$ cat src/hdl/glw_ram.sv
// Generic single-write, single-read RAM with registered read data.
// Stand-alone; no package dependency.
`default_nettype none

module glw_ram #(
  parameter int WIDTH = 8,
  parameter int DEPTH = 16,
  parameter int AW    = (DEPTH > 1) ? $clog2(DEPTH) : 1
) (
  input  wire logic             clk,
  input  wire logic             we,
  input  wire logic [AW-1:0]    waddr,
  input  wire logic [WIDTH-1:0] wdata,
  input  wire logic             re,
  input  wire logic [AW-1:0]    raddr,
  output logic      [WIDTH-1:0] rdata
);

  logic [WIDTH-1:0] mem [DEPTH];
  logic [WIDTH-1:0] rdata_r;

  always_ff @(posedge clk) begin
    if (we) begin
      mem[waddr] <= wdata;
    end
    if (re) begin
      rdata_r <= mem[raddr];
    end
  end

  assign rdata = rdata_r;

endmodule

`default_nettype wire

$ cat config.mk
export PLATFORM = sky130hd
export DESIGN_NAME = glw_ram
export DESIGN_NICKNAME = d
export VERILOG_FILES = /design/src/hdl/glw_ram.sv
export SDC_FILE = /design/constraint.sdc
export NUM_CORES = 1
export LEC_CHECK = 0
export CAP_MARGIN = 40
export CORE_MARGIN = 2
export CORE_UTILIZATION = 55
export CTS_BUF_LIST = sky130_fd_sc_hd__clkbuf_8
export DETAILED_ROUTE_END_ITERATION = 8
export DONT_BUFFER_PORTS = 1
export PLACE_DENSITY = 0.77
export RECOVER_POWER = 25
export SYNTH_ARGS = -nofsm -noshare
export SYNTH_HDL_FRONTEND = slang
export SYNTH_SLANG_ARGS = --single-unit
$ cat constraint.sdc
create_clock -name clk -period 5.4 [get_ports clk]
set_clock_uncertainty 0.1 [all_clocks]
set_input_delay 1.62 -clock clk [delete_from_list [all_inputs] [get_ports clk]]
set_output_delay 1.62 -clock clk [all_outputs]
set_load 0.01 [all_outputs]
==> results.tsv <==
stage	metric	value	unit
drt	number of optimization iterations in the first detailed-route pass	4	
synth	number of enable flip-flop cells after synthesis	136	
sta	slew at the pin closest to its max-slew limit	0.775	ns
global_routing	pin count of the biggest net entering global routing	33	
worst_setup_path	type of the setup path with the least slack	in2reg	
synth	synthesized netlist net count	248	
placed_design	placer congestion estimate	0.750	
drt	DRC violation total after the first TritonRoute iteration	235	
power	Cell Pwr Density	367	mW/mm^2
placed_design	DP Worst Slack	2.18	ns
synth	most frequently used cell type in the post-synthesis netlist	edfxtp_1	
power	maximum vdd drop	0.252	mV
drt	ratio of routed vias to standard cells	5.95	
clock_network	clock insertion delay at the later pin of the skew report	0.43	ns
synth	cell type with the largest total area after synthesis	edfxtp_1	
outcome	outcome	finished, final reports clean	
clock_network	TritonCTS clock tree	done	
run	number of violations of the max-capacitance limit	0	
worst_setup_path	buffers plus inverters on the worst setup path	0	
drt	count of antenna-violating nets left after detailed routing	0	
final_layout	final net count	261	
global_routing	GR Util met3	0.0518	
sta	normalized max-slew margin	0.482	
synth	number of distinct standard cells referenced by the synthesized netlist	18	
floorplan	number of core rows	35	
synth	Avg Inst Size Synth	22.8	sq um
sta	aggregate negative setup slack	0	ns
synth	Primary FF master, synth	edfxtp_1	
global_routing	global-route wire length before repair	13900	microns
min_path	Hold WC Path Type	reg2reg	
synth	ranking of synthesized cells by area	edfxtp_1, mux4_2, mux4_1, a22oi_1, nor2_1	
sta	max-slew violation count	0	
final_layout	share of post-route cells with drive strength above 1	0.208	
global_routing	M1 GR Usage	0.298	
synth	netlist area before placement	0.00523	sq mm
drt	via total after detailed routing	2285	
synth	share of async-settable or async-resettable flops after synthesis	0	
global_routing	number of antenna violations at the first check in global routing	0	
global_routing	via count of the first global-routing pass	2332	
sta	min setup slack post-route	2.63	ns
clock_network	post_cts resized	0	
worst_setup_path	largest delay contributor family on the critical path	simple AND/OR/NAND/NOR gates	
power	leakage power figure	1.82	nW
worst_setup_path	Critical Path Source Type	primary input	
floorplan	floorplan core area	0.00924	sq mm
clock_network	number of clock sinks	136	
floorplan	Die Outline Area	0.0103	sq mm
worst_setup_path	Worst Path Max Fanout	8	
clock_network	clock slew at reported path FFs	0.08	ns
worst_setup_path	slowest stage cell on the critical path	nor2_1	
sta	Highest Clock Rate	0.360	GHz
final_layout	number of diodes	0	
synth	total of warnings raised by yosys	0	
final_layout	area added between synthesis and finish	9.81	%
clock_network	Root Buffer Master	clkbuf_8	
floorplan	vertical die dimension	101	microns
clock_network	setup bufs post-CTS	0	
final_layout	fill cell total of the finished layout	618	
synth	Post-Synthesis Cells	229	
drt	Post-route DRC	0	
floorplan	count of boundary I/O pins	27	
worst_setup_path	chain of cells forming the critical path	or3b_2 -> nor2_1	
worst_setup_path	signal arrival time at the worst endpoint	2.73	ns
sta	Setup violations, final	0	
drt	WL per Instance	24.1	microns
global_routing	grt total ovfl	0	
global_routing	most used routing layer	met1	
synth	flop and latch count out of synthesis	136	
worst_setup_path	Critical Path End Type	flip-flop	
worst_setup_path	required time of the critical path	5.35	ns
sta	number of hold-slack violations in the final timing report	0	
drt	final wirelength	9260	microns
sta	share of the clock period used by the worst path	0.514	
sta	shortest period the worst path allows	2.77	ns
global_routing	met2 usage in global routing	0.294	
clock_network	Num CTS Buffers	17	
global_routing	total track usage	0.202	
synth	portion of the post-synthesis area used by sequential elements	0.781	
floorplan	starting density of the core	0.566	
clock_network	buffer levels on the longest clock path	2	
synth	area share of the largest cell type after synthesis	0.781	
placed_design	count of input and output buffers	0	
placed_design	Post-DP HPWL	5650	microns
sta	RSZ-0062 raised after global routing	false	
clock_network	post-cts hold buffer count	0	
synth	top cells by instance count after synthesis	edfxtp_1, mux4_2, a22oi_1	
floorplan	die width	101	microns
worst_setup_path	CP peak stage delay	0.61	ns
clock_network	number of H-tree levels	4	
[tightest hold or removal path, cell delays in order (launching register included)]
cell,delay [ns]
edfxtp_1,0.32
mux4_2,0.22
a22oi_1,0.06
nand2_1,0.06
[cell families (layout without fill, tap and decap cells)]
kind of cell           after synthesis  in the layout  synth area share
AO/OA/AOI/OAI                       16             16            0.0230
buffers and inverters               10             36            0.0165
multiplexers                        32             32             0.148
flip-flops                         136            136             0.781
AND/OR/NAND/NOR                     35             35            0.0314
[through the flow]
stage / hold WS (ns) / instances / total power [mW] / instance area [sq um] / utilization
2_1_floorplan: 0.605 / 229 / 1.28 / 5230 / -
6_report: 0.654 / 384 / 2.11 / 5740 / 0.621
3_3_place_gp: 0.622 / 350 / 1.28 / 5320 / 0.575
3_5_place_dp: 0.635 / 352 / 1.28 / 5330 / 0.577
5_1_grt: 0.689 / 384 / 2.17 / 5740 / 0.621
4_1_cts: 0.653 / 384 / 2.12 / 5740 / 0.621
[power breakdown]
part / leakage [nW] / internal (mW) / switching, mW
combinational: 0.391 / 0.0338 / 0.0298
sequential: 1.24 / 1.19 / 0.00840
clock: 0.194 / 0.457 / 0.388
total: 1.82 / 1.68 / 0.426
[cell type report]
| cell class | instances | area (sq um) | area share |
|---|---|---|---|
| Clock buffer | 17 | 234 | 0.0408 |
| Clock inverter | 15 | 179 | 0.0312 |
| Sequential cell | 136 | 4080 | 0.711 |
| Tap cell | 129 | 161 | 0.0281 |
| Multi-Input combinational cell | 83 | 1060 | 0.184 |
| Timing Repair Buffer | 4 | 25.0 | 0.00436 |
[registers in the layout (all words and copies together), names as in the netlist]
register / count
mem: 128
rdata: 8
[cells in the final DEF, fill, tap and decap left out, types with 2 or more instances in the layout]
master	netlist	routed
a22oi_1	16	16
buf_2	3	2
buf_4	1	2
bufinv_16	0	3
clkbuf_8	0	17
clkinv_4	0	3
clkinvlp_4	0	5
edfxtp_1	136	136
inv_6	0	2
mux4_1	14	14
mux4_2	18	18
nand2_1	9	9
nand2b_1	2	2
nand3b_1	2	2
nor2_1	13	13
nor3_1	4	4
[final timing paths]
kind | from | end | slack (ns) | cells past startpoint
worst max-delay path | waddr[2] | mem[3][2] | 2.63 | 2
worst min-delay path | mem[13][6] | rdata[6] | 0.65 | 3
worst max register to register | mem[1][3] | rdata[3] | 3.73 | 3
worst min register to register | mem[13][6] | rdata[6] | 0.65 | 3
[routing by layer]
layer / share of wire / routed length (microns) / vias to the layer above
met2: 0.48 / 4410 / 102
li1: - / - / 1003
met5: 0 / 0 / -
met3: 0.089 / 828 / 12
met1: 0.42 / 3880 / 1168
met4: 0.016 / 145 / 0
(Power assumes the default switching activity.)
