## config.mk

```make
export PLATFORM = sky130hd
export DESIGN_NAME = glw_pen
export DESIGN_NICKNAME = d
export VERILOG_FILES = /design/src/hdl/glw_pkg.sv /design/src/hdl/glw_pen.sv
export SDC_FILE = /design/constraint.sdc
export NUM_CORES = 1
export LEC_CHECK = 0
export ABC_AREA = 1
export ABC_CLOCK_PERIOD_IN_PS = 12100
export BUFFER_PORTS_ARGS = -buffer_cell sky130_fd_sc_hd__buf_2
export CAP_MARGIN = 20
export CORE_ASPECT_RATIO = 0.5
export CORE_UTILIZATION = 39
export DETAILED_ROUTE_END_ITERATION = 8
export GPL_TIMING_DRIVEN = 0
export RECOVER_POWER = 50
export REMOVE_ABC_BUFFERS = 1
export SYNTH_ARGS = -nofsm -noshare
export SYNTH_HDL_FRONTEND = slang
export SYNTH_SLANG_ARGS = --single-unit
```

## constraint.sdc

```tcl
create_clock -name clk -period 12.1 [get_ports clk]
set_input_delay 0.605 -clock clk [delete_from_list [all_inputs] [get_ports clk]]
set_output_delay 0.605 -clock clk [all_outputs]
set_load 0.02 [all_outputs]
```

## src/hdl/glw_pkg.sv

```systemverilog
// Shared types, constants and helpers for the glyph layout block.
// Depends on nothing; imported by glw_pen and glyph_layout_with_wrap.
`default_nettype none

package glw_pkg;

  // Number of glyph table entries, starting at the first printable code.
  localparam int GLYPH_COUNT = 95;
  localparam int GLYPH_AW    = (GLYPH_COUNT > 1) ? $clog2(GLYPH_COUNT) : 1;

  localparam logic [7:0] FIRST_CODE   = 8'd32;
  localparam logic [7:0] LAST_CODE    = 8'd126;
  localparam logic [7:0] NEWLINE_CODE = 8'd10;

  // Operation codes of an input request.
  localparam logic OP_TABLE_WRITE = 1'b0;
  localparam logic OP_LAYOUT      = 1'b1;

  // Configuration register indexes.
  localparam logic [2:0] CFG_MIN_X  = 3'd0;
  localparam logic [2:0] CFG_MIN_Y  = 3'd1;
  localparam logic [2:0] CFG_MAX_X  = 3'd2;
  localparam logic [2:0] CFG_MAX_Y  = 3'd3;
  localparam logic [2:0] CFG_LINE_H = 3'd4;

  typedef struct packed {
    logic [11:0]        atlas_x;
    logic [11:0]        atlas_y;
    logic signed [7:0]  offset_x;
    logic signed [7:0]  offset_y;
    logic [7:0]         advance;
    logic [7:0]         width;
  } glyph_t;

  localparam int GLYPH_W = $bits(glyph_t);

  typedef struct packed {
    logic signed [15:0] min_x;
    logic signed [15:0] min_y;
    logic signed [15:0] max_x;
    logic signed [15:0] max_y;
    logic [7:0]         line_h;
  } cfg_t;

  typedef struct packed {
    logic       op;
    logic       first;
    logic [7:0] code;
  } req_t;

  typedef struct packed {
    logic               draw_valid;
    logic [11:0]        src_x;
    logic [11:0]        src_y;
    logic [7:0]         quad_width;
    logic signed [15:0] dest_x;
    logic signed [15:0] dest_y;
    logic signed [15:0] extent_max_x;
    logic signed [15:0] extent_max_y;
    logic               stopped;
  } res_t;

  // True if the code has a glyph table entry.
  function automatic logic glyph_ok(input logic [7:0] code);
    logic [8:0] rel;
    rel = {1'b0, code} - {1'b0, FIRST_CODE};
    return (code >= FIRST_CODE) && (code <= LAST_CODE) &&
           (rel < 9'(GLYPH_COUNT));
  endfunction

  // Table address of a code; zero for codes without an entry.
  function automatic logic [GLYPH_AW-1:0] glyph_addr(input logic [7:0] code);
    logic [8:0] rel;
    rel = {1'b0, code} - {1'b0, FIRST_CODE};
    return glyph_ok(code) ? rel[GLYPH_AW-1:0] : '0;
  endfunction

endpackage

`default_nettype wire

```

## src/hdl/glw_pen.sv

```systemverilog
// Pen, extent and halt state with the per-character layout logic.
// Depends on glw_pkg for the request, glyph, config and result types.
`default_nettype none

module glw_pen
  import glw_pkg::*;
(
  input  wire logic   clk,
  input  wire logic   rst_n,
  input  wire logic   step,
  input  wire req_t   req,
  input  wire glyph_t glyph,
  input  wire cfg_t   cfg,
  output res_t        res
);

  logic signed [15:0] pen_x_r, pen_x_nxt;
  logic signed [15:0] pen_y_r, pen_y_nxt;
  logic signed [15:0] ext_r, ext_nxt;
  logic               halt_r, halt_nxt;

  logic signed [15:0] px0, py0, er0, px1, py1, py_nl;
  logic               h0, xbound, ybound, ok, wrap;
  logic signed [16:0] wrap_sum, np;

  always_comb begin
    ok     = glyph_ok(req.code);
    xbound = cfg.max_x > cfg.min_x;
    ybound = cfg.max_y > cfg.min_y;

    // Start of string: park the pen at the box corner first.
    if (req.first) begin
      px0 = cfg.min_x;
      py0 = cfg.min_y;
      er0 = cfg.max_x;
      h0  = 1'b0;
    end else begin
      px0 = pen_x_r;
      py0 = pen_y_r;
      er0 = ext_r;
      h0  = halt_r;
    end

    py_nl    = py0 + $signed({8'd0, cfg.line_h});
    wrap_sum = {px0[15], px0} + $signed({9'd0, glyph.advance});
    wrap     = ok && xbound && (wrap_sum >= $signed({cfg.max_x[15], cfg.max_x}));
    px1      = wrap ? cfg.min_x : px0;
    py1      = wrap ? py_nl : py0;
    np       = {px1[15], px1} + $signed({9'd0, glyph.advance});

    pen_x_nxt = pen_x_r;
    pen_y_nxt = pen_y_r;
    ext_nxt   = ext_r;
    halt_nxt  = halt_r;
    res       = '0;

    if (req.op == OP_LAYOUT) begin
      pen_x_nxt = px0;
      pen_y_nxt = py0;
      ext_nxt   = er0;
      halt_nxt  = h0;
      if (!h0) begin
        if (req.code == NEWLINE_CODE) begin
          pen_x_nxt = cfg.min_x;
          pen_y_nxt = py_nl;
        end else if (!ok && xbound) begin
          // drop the code
        end else begin
          pen_x_nxt = px1;
          pen_y_nxt = py1;
          if (ybound && (py1 >= cfg.max_y)) begin
            halt_nxt = 1'b1;
          end else if (ok) begin
            res.draw_valid = 1'b1;
            res.src_x      = glyph.atlas_x;
            res.src_y      = glyph.atlas_y;
            res.quad_width = glyph.width;
            res.dest_x     = px1 + 16'(glyph.offset_x);
            res.dest_y     = py1 + 16'(glyph.offset_y);
            if (np > $signed({er0[15], er0})) begin
              ext_nxt = np[15:0];
            end
            pen_x_nxt = np[15:0];
          end
        end
      end
    end

    res.extent_max_x = ext_nxt;
    res.extent_max_y = pen_y_nxt + $signed({8'd0, cfg.line_h});
    res.stopped      = halt_nxt;
  end

  always_ff @(posedge clk) begin
    if (!rst_n) begin
      pen_x_r <= '0;
      pen_y_r <= '0;
      ext_r   <= '0;
      halt_r  <= 1'b0;
    end else if (step) begin
      pen_x_r <= pen_x_nxt;
      pen_y_r <= pen_y_nxt;
      ext_r   <= ext_nxt;
      halt_r  <= halt_nxt;
    end
  end

endmodule

`default_nettype wire

```

==> qor.csv, run 1 <==
stage;metric;value;unit
status;status;finished clean;
timing;fin_skew;0.0112;ns
floorplan;rows;40;
worst_setup_path;cp.required;11.49;ns
clock_tree;clockBufferDepth;2;
synthesis;yosysTopAreaCellShare;18.1;%
synthesis;yosys.area.top_type;ha_1;
floorplan;die_y;115;µm
floorplan;pin_count;239;
route;drt-total-wl;34300;µm
clock_tree;cts-htree-levels;2;
timing;rsz0062_at_grt;false;
timing;setup_slack;0.874;ns
cells_and_area;fin_cells;2242;
grt;antenna_found_initial;0;
clock_tree;cts_root_buffer;clkbuf_16;
worst_setup_path;path_max_fanout;95;
timing;finalSetupTns;0;ns
power_and_ir_drop;cellLeakagePower;6.32;nW
worst_setup_path;r2r_start;pen_x_r[0];
grt;grt_pass1_vias;10500;
synthesis;synthTopCellsByCount;435 x nand2_1, 263 x inv_1, 175 x a21oi_1, 145 x ha_1, 135 x nor2_1;
synthesis;syn_inst;1706;
timing;finalHoldViolations;0;
clock_tree;clk_pin_slew;0.07;ns
route;via_count;11500;
synthesis;async_flop_share;0;%
power_and_ir_drop;ir_drop;52.3;µV
synthesis;synth_area_per_cell;5.86;µm²
timing;final_max_slew_viol_count;0;
synthesis;ys_seq_area_share;9.81;%
route;drc;0;
synthesis;synth_most_common_cell;nand2_1;
route;drt_iter0_drc;644;
cells_and_area;final_cell_area;11500;µm²
cells_and_area;n_antenna_cell;0;
place;dp.cells;2230;
route;drt_pass1_iterations;5;
synthesis;ys_warn_count;0;
cells_and_area;area_delta_synth_final;15.5;%
timing;finalCriticalPeriod;11.23;ns
worst_setup_path;cp.arrival;10.62;ns
route;vias_per_cell;5.13;
floorplan;die_x;228;µm
route;antenna_left;0;
flow_run;cap_viol_max_count;0;
timing;whs;0.468;ns
synthesis;synth_edf_count;0;
clock_tree;numCtsBuffers;5;
place;pre_cts_ws;-0.451;ns
worst_hold_path;holdPathStages;2;
cells_and_area;fillers;2794;
place;io_buffers;238;
power_and_ir_drop;finalPower;0.949;mW
clock_tree;cts-hold-fix-buffers;0;
worst_setup_path;critPathLaunchType;input port;
worst_setup_path;max_stage_delay;0.53;ns
worst_setup_path;r2r-end;ext_r[11];
power_and_ir_drop;power_density;82.2;nW/µm²
worst_hold_path;min_from;pen_x_r[9];
place;placed_area;11400;µm²
clock_tree;tritoncts;yes;
grt;grt_use_total;25.6;%
grt;gr-total-overflow;0;
worst_setup_path;critPathKind;input port to primary output;
cells_and_area;utilization;47.0;%
cells_and_area;drive_above_1_share;13.9;%
floorplan;core;24600;µm²
timing;setup_viol;0;
timing;timing.final.crit_share;92.8;%
worst_setup_path;r2r_setup_slack;2.59;ns
grt;grt_start_max_net_pins;96;
worst_hold_path;hold_end;pen_x_r[9];
clock_tree;insertion_delay;0.31;ns
timing;relSlewSlack;21.5;%
timing;fmax;89.1;MHz
cells_and_area;final_nets;2197;
grt;grt_pass1_wl;54000;µm
place;hpwl;27500;µm
synthesis;synth.distinct_cells;59;
timing;worst_slew_pin_slew;1.17;ns
place;globalplace.congestion;0.905;
worst_setup_path;cp_top_family;compound AO/OA/AOI/OAI gates;
worst_setup_path;startpoint;req[8];
route;wl_per_cell;15.3;µm
worst_setup_path;cpMostUsedCell;nand2_1;
synthesis;netlist_area;10000;µm²
floorplan;start_util;40.7;%
clock_tree;numClockSinks;49;
synthesis;synth_flop_cell;dfxtp_1;
worst_setup_path;critical_path_buf_inv_count;12;
synthesis;synthTopCellsByArea;ha_1 18%, nand2_1 16%, inv_1 9.9%, dfxtp_1 9.8%, a21oi_1 8.8%;
worst_setup_path;crit_path_end_kind;primary output;
worst_setup_path;slowest_stage;o21ai_0;
floorplan;die_area;26300;µm²
worst_setup_path;r2r_cells;51;
synthesis;synth_seq_cells;49;
worst_hold_path;worstHoldPathType;flop to flop;
==> report_power, final <==
group / leakage (nW) / total (mW) / internal (mW) / switching [mW]
sequential: 0.401 / 0.179 / 0.172 / 0.00678
clock: 0.0799 / 0.162 / 0.0881 / 0.0742
combinational: 5.84 / 0.609 / 0.212 / 0.397
==> how the worst max path moves through the flow <==
stage               slack [ns]  endpoint  cells past startpoint
floorplan                 3.02   res[28]                     52
global placement         -1.09   res[28]                     51
detailed placement       -0.45   res[28]                     54
CTS                       0.33   res[28]                     55
global route             0.005   res[28]                     55
finish                    0.87   res[28]                     55
==> cells in the final DEF, fill, tap and decap left out, types with 5 or more instances in the layout <==
master | Yosys | final
o21a_1 | 17 | 19
nor2_2 | 6 | 6
inv_1 | 263 | 263
a21o_1 | 5 | 5
fa_1 | 6 | 6
or2_2 | 5 | 5
xnor2_1 | 12 | 12
a22o_1 | 6 | 6
dfxtp_1 | 49 | 49
o21ai_1 | 11 | 8
nor3_1 | 18 | 18
o21ai_2 | 7 | 7
o211ai_1 | 15 | 15
o21ai_0 | 128 | 131
xor2_1 | 34 | 34
inv_2 | 6 | 6
o21bai_1 | 5 | 5
nor2_1 | 135 | 137
a31oi_1 | 16 | 16
clkbuf_1 | 28 | 33
ha_1 | 145 | 145
a21oi_1 | 175 | 177
nand3_1 | 64 | 64
nand2_1 | 435 | 435
nand4_1 | 25 | 25
buf_2 | 13 | 205
nand2_2 | 10 | 10
clkbuf_16 | 0 | 5
==> logic make-up after synthesis <==
family          synth area share (%)
compound gates                  23.0
mux                            0.100
buf+inv                         12.9
flops                           9.81
fa+ha+maj                       19.3
xor+xnor                        4.19
simple gates                    30.7
==> state kept, by name, summed over array words and instances (netlist names) <==
| name | flops |
|---|---|
| ext_r | 16 |
| halt_r | 1 |
| pen_x_r | 16 |
| pen_y_r | 16 |
==> repair_timing <==
| item | 4_1_cts | 5_1_grt |
|---|---|---|
| endpoints found under the setup margin | 15 | 16 |
| pin swaps | 1 | 1 |
| gates cloned | 0 | 2 |
| buffers inserted | 2 | 0 |
| resized for setup | 0 | 2 |
==> routing by layer <==
| metal | global-route usage (%) | vias to the layer above | wire length [µm] |
|---|---|---|---|
| met5 | 0 | - | 0 |
| met4 | 5.86 | 0 | 655 |
| met3 | 2.58 | 48 | 1460 |
| met2 | 44.3 | 282 | 15300 |
| met1 | 34.5 | 5162 | 16800 |
| li1 | - | 6015 | - |
==> tightest hold or removal path, delay by kind of cell (launching register included) <==
family	cells	cell delay [ns]
and+or+nand+nor	1	0.06
AOI/OAI and AO/OA	1	0.06
DFF	1	0.31
==> area by class of cell <==
type	count	area [µm²]	share of cell area [%]
clock inverter	1	5.00	0.0434
inverter	273	1020	8.88
tap	336	420	3.64
clock buffer	7	153	1.32
sequential	49	981	8.50
multi-input combinational	1333	7720	66.9
timing repair buffer	243	1230	10.7
Power figures use the tool's default switching activity.
==> inputs of run 2 (changes only) <==
ABC_CLOCK_PERIOD_IN_PS = 9100   (was 12100)
CORE_MARGIN = 5   (was not set)
clock period = 9.1 ns   (was 12.1 ns; I/O delays follow)
==> qor.csv, run 2 (same netlist as run 1, synthesis figures left out) <==
stage;metric;value;unit;change
clock_tree;clk_pin_slew;0.07;ns;about the same
floorplan;start_util;39.6;%;-1.1 points
clock_tree;cts_root_buffer;clkbuf_16;;
route;drt-total-wl;36400;µm;+6.2%
route;drt_iter0_drc;746;;+16%
worst_hold_path;holdPathStages;3;;+1
floorplan;die_y;123;µm;+6.9%
clock_tree;numCtsBuffers;5;;unchanged
floorplan;die_x;236;µm;+3.5%
status;status;finished clean;;
route;drt_pass1_iterations;5;;unchanged
clock_tree;cts-hold-fix-buffers;0;;unchanged
timing;fin_skew;0.00616;ns;-0.00506 ns
timing;final_max_slew_viol_count;0;;unchanged
grt;grt_pass1_wl;54800;µm;+1.5%
timing;worst_slew_pin_slew;0.988;ns;-0.185 ns
cells_and_area;reg_top3;ext_r x16, pen_x_r x16, pen_y_r x16;;
place;hpwl;28000;µm;+1.9%
clock_tree;insertion_delay;0.30;ns;about the same
grt;grt_start_max_net_pins;50;;-48%
route;wl_per_cell;16.0;µm;+4.5%
worst_setup_path;critPathLaunchType;input port;;
power_and_ir_drop;cellLeakagePower;6.68;nW;+5.7%
timing;rsz0062_at_grt;true;;
worst_setup_path;critPathKind;input port to primary output;;
cells_and_area;mostFrequentLayoutCells;420 x nand2_1, 253 x inv_1, 234 x buf_2, 166 x a21oi_1, 137 x ha_1;;
worst_setup_path;cp.arrival;8.35;ns;-2.27 ns
flow_run;cap_viol_max_count;0;;unchanged
place;globalplace.congestion;0.902;;-0.35%
place;pre_cts_ws;-3.06;ns;-2.61 ns
route;drc;0;;unchanged
worst_hold_path;worstHoldPathType;input port to flop;;
clock_tree;clockBufferDepth;2;;unchanged
clock_tree;tritoncts;yes;;
cells_and_area;drive_above_1_share;20.9;%;+7.0 points
cells_and_area;area_delta_synth_final;23.4;%;
power_and_ir_drop;power_density;108;nW/µm²;+31%
worst_setup_path;r2r-end;ext_r[6];;
power_and_ir_drop;finalPower;1.33;mW;+40%
floorplan;rows;41;;+2.5%
grt;grt_use_total;23.3;%;-2.3 points
worst_setup_path;cp.required;8.65;ns;-2.84 ns
cells_and_area;utilization;48.9;%;+1.9 points
cells_and_area;final_nets;2225;;+1.3%
cells_and_area;fillers;2734;;-2.1%
timing;finalCriticalPeriod;8.80;ns;
timing;setup_slack;0.296;ns;-0.578 ns
floorplan;pin_count;239;;unchanged
worst_setup_path;path_max_fanout;7;;-93%
place;io_buffers;238;;unchanged
timing;relSlewSlack;34.0;%;+12 points
power_and_ir_drop;ir_drop;80.5;µV;+54%
grt;gr-total-overflow;0;;unchanged
worst_setup_path;slowest_stage;fa_2;;
timing;fmax;114;MHz;
cells_and_area;layout_commonest_cell;nand2_1;;
floorplan;die_area;29100;µm²;+11%
worst_setup_path;max_stage_delay;0.38;ns;-0.15 ns
worst_hold_path;min_from;cfg[59];;
timing;timing.final.crit_share;96.8;%;
cells_and_area;n_antenna_cell;0;;unchanged
route;via_count;11600;;+0.76%
grt;grt_pass1_vias;10400;;-1.2%
timing;finalHoldViolations;0;;unchanged
floorplan;core;25200;µm²;+2.7%
clock_tree;numClockSinks;49;;unchanged
route;antenna_left;0;;unchanged
worst_setup_path;r2r_setup_slack;1.13;ns;-1.46 ns
route;vias_per_cell;5.09;;-0.83%
worst_setup_path;crit_path_end_kind;primary output;;
timing;setup_viol;0;;unchanged
grt;antenna_found_initial;0;;unchanged
worst_hold_path;hold_end;pen_x_r[3];;
worst_setup_path;r2r_start;pen_x_r[2];;
clock_tree;cts-htree-levels;2;;unchanged
worst_setup_path;r2r_cells;55;;+7.8%
run 2: worst max-delay path: cells and delay by family:
kind                       cells  cell delay (ns)
AOI/OAI and AO/OA             11             1.34
xor gates and xnor gates       1             0.17
adders and majority gates      5             1.28
buffers and inverters          9             1.07
and+or+nand+nor               32             3.98
run 2: final cells by class:
type	instances	area [µm²]	area share, %
clock buffers	6	139	1.13
clock inverters	2	13.8	0.112
inverters	273	1030	8.39
well taps	344	430	3.49
repair inverters	1	7.51	0.0608
repair buffers	270	1620	13.1
multi-input cells	1333	8110	65.8
flip-flops and latches	49	982	7.96
run 2: worst max path at each step:
| stage | endpoint | start | depth (start not counted) | slack [ns] |
|---|---|---|---|---|
| CTS | res[23] | req[8] | 57 | 0.003 |
| global placement | res[28] | req[8] | 54 | -3.65 |
| floorplan | res[28] | req[8] | 52 | 0.32 |
| global route | res[23] | req[8] | 58 | -0.16 |
| finish | res[28] | req[8] | 58 | 0.30 |
| detailed placement | res[28] | req[8] | 54 | -3.06 |
run 2: repair_timing:
item | in CTS | in global routing
gates cloned | 5 | 2
buffers inserted | 9 | 17
pin swaps | 14 | 43
endpoints found under the setup margin | 98 | 79
gates resized for setup | 37 | 72
run 2: metrics by stage:
stage | cell area, µm² | hold WS (ns) | std cells | TNS (ns)
6_report | 12300 | 0.445 | 2278 | 0
5_1_grt | 12300 | 0.459 | 2278 | -1.68
4_1_cts | 11800 | 0.442 | 2259 | 0
3_5_place_dp | 11400 | 0.457 | 2237 | -169.47
3_3_place_gp | 11400 | 0.453 | 2235 | -260.74
2_1_floorplan | 9730 | 0.442 | 1653 | 0
run 2: power by group:
group	switching [mW]	internal, mW	leakage, nW	total (mW)
logic	0.562	0.329	6.20	0.891
registers	0.00939	0.228	0.401	0.238
clock network	0.0937	0.110	0.0768	0.204
total	0.665	0.667	6.68	1.33
run 2: per-layer routing:
metal | track usage, % | up-vias | part of all wire, % | wire length (µm)
li1 | - | 6073 | - | -
met1 | 31.7 | 5187 | 47 | 17000
met2 | 41.2 | 299 | 47 | 17200
met3 | 2.03 | 36 | 4.7 | 1710
met4 | 4.14 | 0 | 1.3 | 487
met5 | 0 | - | 0 | 0
==> inputs of run 3 (changes only) <==
ABC_AREA = 0   (was 1)
==> qor.csv, run 3 <==
stage;metric;value;unit;change
timing;finalHoldViolations;0;;unchanged
synthesis;ys_warn_count;0;;unchanged
grt;gr-total-overflow;0;;unchanged
floorplan;rows;40;;-2.4%
worst_hold_path;min_from;step;;
worst_setup_path;critPathLaunchType;input port;;
power_and_ir_drop;ir_drop;79.2;µV;-1.6%
timing;timing.final.crit_share;103;%;+6.2 points
timing;rsz0062_at_grt;true;;
timing;setup_slack;-0.268;ns;-0.563 ns
floorplan;pin_count;239;;unchanged
timing;fin_skew;0.0140;ns;+0.00780 ns
synthesis;synth-adder-area-share;19.9;%;+0.52 points
cells_and_area;drive_above_1_share;28.4;%;+7.5 points
place;hpwl;27800;µm;-0.66%
cells_and_area;fillers;2332;;-15%
synthesis;async_flop_share;0;%;unchanged
status;violations;negative setup slack;;
grt;grt_pass1_wl;55900;µm;+1.9%
worst_setup_path;cp.arrival;8.91;ns;+0.56 ns
synthesis;netlist_area;9730;µm²;-2.6%
synthesis;synth.distinct_cells;80;;+36%
worst_setup_path;cp.required;8.65;ns;about the same
cells_and_area;reg_top3;ext_r x16, pen_x_r x16, pen_y_r x16;;
synthesis;synthXorXnorAreaFrac;7.20;%;+3.0 points
worst_hold_path;hold_end;halt_r;;
worst_setup_path;r2r-end;ext_r[5];;
place;globalplace.congestion;0.912;;+1.1%
worst_hold_path;holdPathStages;2;;-1
cells_and_area;final_nets;1869;;-16%
synthesis;synth_edf_count;0;;unchanged
power_and_ir_drop;power_density;105;nW/µm²;-3.1%
clock_tree;clockBufferDepth;2;;unchanged
synthesis;ys_seq_area_share;10.1;%;+0.27 points
route;wl_per_cell;19.1;µm;+20%
route;drc;0;;unchanged
synthesis;synthMuxAreaShare;11.7;%;+12 points
clock_tree;numCtsBuffers;5;;unchanged
clock_tree;cts_root_buffer;clkbuf_16;;
cells_and_area;final_cell_area;12500;µm²;+0.99%
timing;whs;0.345;ns;-0.100 ns
flow_run;cap_viol_max_count;0;;unchanged
synthesis;synth_seq_cells;49;;unchanged
synthesis;synth_area_per_cell;7.40;µm²;+26%
timing;relSlewSlack;33.8;%;-0.17 points
synthesis;yosysTopAreaCellShare;18.6;%;+0.49 points
floorplan;die_x;233;µm;-1.3%
route;antenna_left;0;;unchanged
synthesis;synthTopCellsByArea;ha_1 19%, dfxtp_1 10%, mux2i_1 6.0%, mux2_2 5.7%, a21oi_1 5.2%;;
synthesis;synth_flop_cell;dfxtp_1;;
worst_hold_path;worstHoldPathType;input port to flop;;
timing;setup_viol;16;;+16
grt;grt_pass1_vias;10300;;-0.92%
status;status;finished, violations left;;
worst_setup_path;path_max_fanout;7;;unchanged
synthesis;synthTopCellsByCount;145 x ha_1, 124 x nand2_1, 120 x inv_1, 102 x a21oi_1, 93 x nor2_1;;
worst_setup_path;critPathKind;input port to primary output;;
synthesis;synth_compound_area_share;22.4;%;-0.55 points
clock_tree;clk_pin_slew;0.07;ns;about the same
floorplan;die_y;122;µm;-1.2%
floorplan;start_util;40.1;%;+0.49 points
synthesis;synth_most_common_cell;ha_1;;
worst_setup_path;crit_path_end_kind;primary output;;
route;drt_pass1_iterations;5;;unchanged
cells_and_area;area_delta_synth_final;28.0;%;
worst_setup_path;r2r_cells;50;;-9.1%
synthesis;syn_inst;1316;;-23%
synthesis;yosys.area.top_type;ha_1;;
timing;worst_slew_pin_slew;0.993;ns;+0.00501 ns
worst_setup_path;cp_top_family;compound AO/OA/AOI/OAI gates;;
clock_tree;numClockSinks;49;;unchanged
worst_setup_path;max_stage_delay;0.46;ns;+0.08 ns
timing;final_max_slew_viol_count;0;;unchanged
floorplan;core;24300;µm²;-3.8%
cells_and_area;layout_commonest_cell;buf_2;;
power_and_ir_drop;cellLeakagePower;6.30;nW;-5.7%
route;via_count;10800;;-6.9%
route;drt_iter0_drc;754;;+1.1%
synthesis;synth_top_family_by_area;compound AO/OA/AOI/OAI gates;;
clock_tree;tritoncts;yes;;
clock_tree;cts-htree-levels;2;;unchanged
worst_setup_path;r2r_start;pen_x_r[0];;
worst_setup_path;slowest_stage;o41a_1;;
timing;finalCriticalPeriod;9.37;ns;+0.563 ns
clock_tree;insertion_delay;0.31;ns;about the same
place;io_buffers;238;;unchanged
worst_setup_path;cpMostUsedCell;buf_4;;
clock_tree;cts-hold-fix-buffers;0;;unchanged
timing;fmax;107;MHz;-6.0%
grt;grt_start_max_net_pins;41;;-18%
timing;finalSetupTns;-3.53;ns;-3.53 ns
worst_setup_path;r2r_setup_slack;0.06;ns;-1.07 ns
floorplan;die_area;28400;µm²;-2.5%
route;drt-total-wl;36600;µm;+0.49%
synthesis;synth-simple-area-share;21.7;%;-9.0 points
cells_and_area;mostFrequentLayoutCells;222 x buf_2, 138 x ha_1, 122 x nand2_1, 117 x inv_1, 96 x a21oi_1;;
grt;antenna_found_initial;1;;+1
route;vias_per_cell;5.64;;+11%
worst_setup_path;critical_path_buf_inv_count;10;;+1
grt;grt_use_total;24.6;%;+1.3 points
place;placed_area;11200;µm²;-1.6%
run 3: cell count changes after synthesis, moves of 30 or more:
cell | before | now
inv_1 | 263 | 120
mux2_2 | 0 | 49
a21o_1 | 5 | 35
nor2_1 | 135 | 93
a21oi_1 | 175 | 102
mux2i_1 | 1 | 58
nand2_1 | 435 | 124
nand3_1 | 64 | 24
and3_1 | 0 | 46
o21ai_0 | 128 | 61
xnor2_1 | 12 | 46
run 3: per-layer routing:
metal,share of wire [%],wire length [µm],vias up,global-route usage (%)
met5,0,0,-,0
met4,1.9,677,0,5.06
met3,5.8,2110,46,2.59
met2,48,17500,308,43.8
met1,45,16300,5179,32.4
li1,-,-,5267,-
run 3: power by group:
| part | internal [mW] | leakage [nW] | total, mW | switching [mW] |
|---|---|---|---|---|
| Combinational | 0.367 | 5.83 | 0.864 | 0.498 |
| Sequential | 0.226 | 0.400 | 0.235 | 0.00895 |
| Clock | 0.109 | 0.0700 | 0.205 | 0.0961 |
run 3: worst max-delay path by stage:
stage	start	to	slack, ns	cells past startpoint
after floorplan	req[8]	res[17]	-0.35	41
after global placement	req[8]	res[63]	-4.79	31
after detailed placement	req[8]	res[17]	-3.37	44
after CTS	req[8]	res[17]	-0.21	48
after global routing	req[8]	res[24]	-0.57	47
final	req[8]	res[32]	-0.27	44
run 3: area by class of cell:
class | count | area [µm²] | share of cell area (%)
multi-input combinational | 1093 | 8500 | 68.2
timing repair buffer | 306 | 1950 | 15.7
sequential | 49 | 982 | 7.88
inverter | 122 | 460 | 3.70
tap | 336 | 420 | 3.37
clock buffer | 7 | 143 | 1.14
antenna | 1 | 2.50 | 0.0201
run 3: logic make-up after synthesis:
family	count (synthesis)
fa+ha+maj	151
flops	49
compound gates	330
mux	108
simple gates	423
buf+inv	175
xor+xnor	80
run 3: timing repair:
| item | CTS | global route |
|---|---|---|
| gates resized for setup | 84 | 44 |
| setup buffers | 42 | 17 |
| pin swaps | 24 | 33 |
| endpoints found under the setup margin | 123 | 54 |
| cloned | 3 | 0 |
run 3: through the flow:
stage | worst slack, ns | total power [mW] | util (%) | instances
6_report | -0.268 | 1.30 | 51.3 | 1914
3_5_place_dp | -3.37 | 0.981 | 46.3 | 1843
4_1_cts | -0.210 | 1.25 | 49.9 | 1895
5_1_grt | -0.571 | 1.39 | 51.3 | 1914
3_3_place_gp | -4.79 | 0.957 | 45.8 | 1837
2_1_floorplan | -0.346 | 0.748 | - | 1263
